File: config.mk
export PLATFORM = sky130hd
export DESIGN_NAME = wqm_lane
export DESIGN_NICKNAME = d
export VERILOG_FILES = /design/src/hdl/wqm_pkg.sv /design/src/hdl/wqm_lane.sv
export SDC_FILE = /design/constraint.sdc
export NUM_CORES = 1
export LEC_CHECK = 0
export CORE_ASPECT_RATIO = 0.7
export CORE_UTILIZATION = 54
export DETAILED_ROUTE_END_ITERATION = 7
export DONT_BUFFER_PORTS = 1
export PLACE_DENSITY_LB_ADDON = 0.25
export RECOVER_POWER = 100
export SLEW_MARGIN = 25
export SYNTH_ARGS = -nofsm -noshare
export SYNTH_HDL_FRONTEND = slang
export SYNTH_SLANG_ARGS = --single-unit
File: constraint.sdc
create_clock -name clock -period 16.7 [get_ports clock]
set_input_delay 0.835 -clock clock [delete_from_list [all_inputs] [get_ports clock]]
set_output_delay 0.835 -clock clock [all_outputs]
set_load 0.05 [all_outputs]
File: src/hdl/wqm_pkg.sv
// Shared types and constants for the weighted quadrangle merger.
`timescale 1ns / 1ps
package wqm_pkg;
   localparam int NUM_LANES  = 8;
   localparam int NUM_VERTS  = 4;
   localparam int NUM_ORDERS = 8;
   localparam int STEP_BITS  = 2;

   typedef struct packed {
      logic clear;
      logic mul_en;
      logic add_en;
      logic div_start;
   } lane_ctrl_type;
endpackage

File: src/hdl/wqm_lane.sv
// One coordinate lane: weighted accumulator and iterative saturating divider.
`timescale 1ns / 1ps
module wqm_lane #(
   parameter int C     = 16,
   parameter int WF    = 16,
   parameter int WS    = 26,
   parameter int SUM_W = 42
) (
   input  logic                    clock,
   input  logic                    reset,
   input  wqm_pkg::lane_ctrl_type  ctrl,
   input  logic signed [C-1:0]     coord,
   input  logic [WF-1:0]           weight,
   input  logic [WS-1:0]           divisor,
   output logic signed [C-1:0]     avg,
   output logic                    done
);
   localparam int QB     = 2 * ((C + 2) / 2);
   localparam int STEPS  = QB / wqm_pkg::STEP_BITS;
   localparam int STEP_W = $clog2(STEPS + 1);
   localparam int CMP_W  = SUM_W + WS + QB;
   localparam logic [QB-1:0] POS_LIM = {{(QB-C+1){1'b0}}, {(C-1){1'b1}}};
   localparam logic [QB-1:0] NEG_LIM = {{(QB-C){1'b0}}, 1'b1, {(C-1){1'b0}}};
   localparam logic [C-1:0]  POS_MAX = {1'b0, {(C-1){1'b1}}};
   localparam logic [C-1:0]  NEG_MIN = {1'b1, {(C-1){1'b0}}};

   logic signed [SUM_W-1:0] sum_ff, sum_in;
   logic signed [C+WF:0]    prod_ff, prod_in;
   logic                    busy_ff, busy_in;
   logic [STEP_W-1:0]       step_ff, step_in;
   logic [WS-1:0]           rem_ff, rem_in;
   logic [QB-1:0]           shf_ff, shf_in;
   logic [QB-1:0]           quo_ff, quo_in;
   logic                    neg_ff, neg_in;
   logic                    sat_ff, sat_in;
   logic [WS-1:0]           dvs_ff, dvs_in;
   logic [C-1:0]            avg_ff, avg_in;
   logic                    done_ff, done_in;
   logic [SUM_W-1:0]        mag;
   logic [WS-1:0]           r;
   logic [QB-1:0]           s;
   logic [QB-1:0]           q;
   logic [WS:0]             t;

   assign prod_in = coord * $signed({1'b0, weight});

   always_comb begin
      sum_in = sum_ff;
      if (ctrl.clear) begin
         sum_in = '0;
      end else if (ctrl.add_en) begin
         sum_in = sum_ff + SUM_W'(prod_ff);
      end
   end

   always_comb begin
      mag = sum_ff[SUM_W-1] ? SUM_W'(-sum_ff) : SUM_W'(sum_ff);
      r = rem_ff;
      s = shf_ff;
      q = quo_ff;
      for (int j = 0; j < wqm_pkg::STEP_BITS; j++) begin
         t = {r, s[QB-1]};
         s = {s[QB-2:0], 1'b0};
         if (t >= {1'b0, dvs_ff}) begin
            t = t - {1'b0, dvs_ff};
            q = {q[QB-2:0], 1'b1};
         end else begin
            q = {q[QB-2:0], 1'b0};
         end
         r = t[WS-1:0];
      end
      busy_in = busy_ff;
      step_in = step_ff;
      rem_in  = rem_ff;
      shf_in  = shf_ff;
      quo_in  = quo_ff;
      neg_in  = neg_ff;
      sat_in  = sat_ff;
      dvs_in  = dvs_ff;
      avg_in  = avg_ff;
      done_in = 1'b0;
      if (ctrl.div_start) begin
         busy_in = 1'b1;
         step_in = STEP_W'(STEPS);
         rem_in  = WS'(mag >> QB);
         shf_in  = mag[QB-1:0];
         quo_in  = '0;
         neg_in  = sum_ff[SUM_W-1];
         sat_in  = CMP_W'(mag) >= (CMP_W'(divisor) << QB);
         dvs_in  = divisor;
      end else if (busy_ff) begin
         if (step_ff != '0) begin
            rem_in  = r;
            shf_in  = s;
            quo_in  = q;
            step_in = step_ff - STEP_W'(1);
         end else begin
            busy_in = 1'b0;
            done_in = 1'b1;
            if (neg_ff) begin
               avg_in = (sat_ff || quo_ff > NEG_LIM) ? NEG_MIN : C'(-quo_ff[C-1:0]);
            end else begin
               avg_in = (sat_ff || quo_ff > POS_LIM) ? POS_MAX : quo_ff[C-1:0];
            end
         end
      end
   end

   always_ff @(posedge clock) begin
      if (reset) begin
         sum_ff  <= '0;
         busy_ff <= 1'b0;
         done_ff <= 1'b0;
      end else begin
         sum_ff  <= sum_in;
         busy_ff <= busy_in;
         done_ff <= done_in;
      end
      prod_ff <= ctrl.mul_en ? prod_in : prod_ff;
      step_ff <= step_in;
      rem_ff  <= rem_in;
      shf_ff  <= shf_in;
      quo_ff  <= quo_in;
      neg_ff  <= neg_in;
      sat_ff  <= sat_in;
      dvs_ff  <= dvs_in;
      avg_ff  <= avg_in;
   end

   assign avg  = avg_ff;
   assign done = done_ff;
endmodule

==> flow_summary.ini <==
[clock_network]
cts_setup_buffers = 0
root_buffer = clkbuf_16
cts_resized = 0
cts_buffers = 17
cts_sinks = 187
cts_tree = built
h-tree-depth = 4
hold_buffers = 0
clock_latency_ns = 0.47
cts_buffer_depth = 2
clk_pin_slew_ns = 0.08

[sta]
hold_violations = 0
drv_slew = 213
fin_crit_sh_pct = 59.3
worstMarginPinSlew_ns = 2.86
min_period_ns = 9.91
fin_worst_skew_ns = 0.0135
slew_headroom_pct = -92.7
rsz0062_at_grt = no
tns_ns = 0
fmax_mhz = 101
setup_viol = 0

[pwr]
power.density_nw_per_um2 = 210
p_leak_nw = 11.0
peakVddDrop_mv = 0.230
power.total_w = 0.00493

[critical_path]
critPathMaxStageDelay_ns = 2.16
cp_top_family = compound AO/OA/AOI/OAI gates
ff2ff_path_depth = 19
slowest_stage = o21ai_0
arrival_ns = 10.02
crit_buf_inv = 1
required_ns = 16.81
cp-start-kind = register
cp_common_cell = o21ai_0
crit_chain = ha_1 > o21a_1 > o21ai_0 > a2111oi_0 > o21ai_0 > o211a_1 > o21ai_0 > clkbuf_1 > a21oi_1 > ha_1 > a21o_1 > a21o_1 > a21oi_1 > o21ai_0 > a21oi_1 > o211ai_1 > a221o_1 > a211oi_1 > o311ai_0
critical_path_class = reg -> reg
worstPathMaxFanout = 25
rrSetupSlack_ns = 6.79
cp-end-kind = register
r2r-end = rem_ff[16]
r2r_start = rem_ff[8]

[synthesis]
syn-mean-instance-area_sq_um = 8.85
synth_flop_cell = edfxtp_1
yosys_warnings = 0
synthDistinctLibCells = 75
synth-seq-area-share_pct = 21.9
synth_nets = 3051
async_flop_share_pct = 0
yosys_register_bits = 187
synth_edf_count = 119
synth_area_sq_um = 22600
synth_cells = 2548

[floorplanning]
die_area_sq_um = 42600
pin_count = 81
core-area_sq_um = 41100
dieWidth_um = 246
start_util_pct = 54.8
dieHeight_um = 173
std_cell_rows = 62

[grt]
grtUsageMet1_pct = 41.6
overflow = 0
grtUsageTotal_pct = 26.3
use_met3_pct = 4.58
antenna_found_initial = 0
grt_max_degree = 86
grt.busiest_layer = met1
grt_pass1_vias = 17353
grt_first_pass_wirelength_um = 90700
use_met2_pct = 37.3

[min_path]
hp-start = reset
hp-class = in -> reg
hold-path-endpoint = done
hold-path-cell-count = 1

[final_layout]
num-nets-final = 2979
drive_gt1_share_pct = 2.85
final_cell_mix = inv_1 (347), ha_1 (242), nand2_1 (234), fa_1 (197)
mostFrequentLayoutCell = inv_1
num_antenna_cells = 0
syn_to_final_growth_pct = 4.12

[outcome]
violations = capacitance limit, slew limit
status = complete, but fails checks

[detailed_routing]
via_count = 17980
route.antenna.remaining_nets = 0
drt_iter0_markers = 1659
wl_per_cell_um = 18.1
drt-total-wl_um = 55000
via_per_inst = 5.93
drc_errors = 0
drt-pass1-iter-count = 7

[placement]
hpwl_um = 43400
io_buffers = 0
place_congestion = 0.929

[flow_run]
max_cap_viol_count = 7
where the power goes:
group	total [W]	internal, W	leakage [nW]	switching, W
clock	0.000424	0.000202	0.295	0.000221
combinational	0.00371	0.00158	8.98	0.00213
sequential	0.000797	0.000726	1.73	0.0000711
total	0.00493	0.00251	11.0	0.00242
registers in the layout, indices dropped and copies added, names as in the netlist:
register	cells
shf_ff	18
rem_ff	26
sum_ff	42
sat_ff	1
busy_ff	1
step_ff	4
dvs_ff	26
done	1
neg_ff	1
quo_ff	18
avg	16
prod_ff	33
metrics by stage:
step | instance area (sq um) | cells | utilization (%) | setup WS, ns | hold slack (ns)
after floorplan | 22600 | 2548 | - | 9.98 | 0.466
after global placement | 22900 | 3001 | 55.8 | 9.61 | 0.481
after detailed placement | 22900 | 3001 | 55.8 | 9.54 | 0.488
after CTS | 23500 | 3033 | 57.2 | 9.97 | 0.410
after global routing | 23500 | 3033 | 57.1 | 6.32 | 0.407
final | 23500 | 3033 | 57.1 | 6.79 | 0.429
worst max path at each step:
stage	start	endpoint	slack (ns)	cells after the start
after floorplan	coord[6]	prod_ff[32]	9.98	24
after global placement	weight[5]	prod_ff[32]	9.61	22
after detailed placement	weight[5]	prod_ff[32]	9.54	22
after CTS	rem_ff[8]	rem_ff[15]	9.97	19
after global routing	rem_ff[8]	rem_ff[16]	6.32	20
final	rem_ff[8]	rem_ff[16]	6.79	19
worst register-to-register path, cell delays in order, from the launching register on:
cell	delay, ns
edfxtp_1	0.40
ha_1	0.41
o21a_1	0.15
o21ai_0	0.10
a2111oi_0	0.38
o21ai_0	0.31
o211a_1	0.38
o21ai_0	2.16
clkbuf_1	0.99
a21oi_1	0.25
ha_1	0.49
a21o_1	0.28
a21o_1	0.20
a21oi_1	0.21
o21ai_0	0.15
a21oi_1	0.21
o211ai_1	0.12
a221o_1	0.32
a211oi_1	1.62
o311ai_0	0.43
layer usage:
layer  wire, um  up-vias
met5          0        -
met4        707        0
met3       3980       56
met2      23600      605
met1      26800     8817
li1           -     8502
kinds of logic after synthesis:
family	share of synthesized area (%)
compound gates	15.1
fa+ha+maj	30.9
xor+xnor	5.75
buf+inv	7.50
mux	2.74
simple gates	16.1
flops	21.9
Yosys cell counts, types with 15 or more instances:
cell	n	area [sq um]
nand2_1	233	875
nand3_1	32	160
buf_1	15	56.3
nand2b_1	28	175
or3_1	20	125
fa_1	197	3940
a21o_1	69	518
mux2i_1	46	460
a22o_1	17	149
edfxtp_1	119	3570
a21oi_1	175	876
o21ai_0	106	531
nor2_1	175	657
xor2_1	41	359
ha_1	242	3030
nand4_1	23	144
clkbuf_1	78	293
a211oi_1	18	135
and2_1	130	813
xnor2_1	107	937
nor3_1	24	120
dfxtp_1	68	1360
inv_1	348	1310
final cells by class:
| class | count | area, sq um |
|---|---|---|
| clock buffers | 17 | 425 |
| flip-flops and latches | 187 | 4930 |
| clock inverters | 15 | 176 |
| inverters | 348 | 1310 |
| well taps | 544 | 681 |
| fillers | 3636 | 17600 |
| repair buffers | 8 | 48.8 |
| multi-input cells | 1914 | 15900 |
No activity file was read; power rests on OpenSTA's default activity.
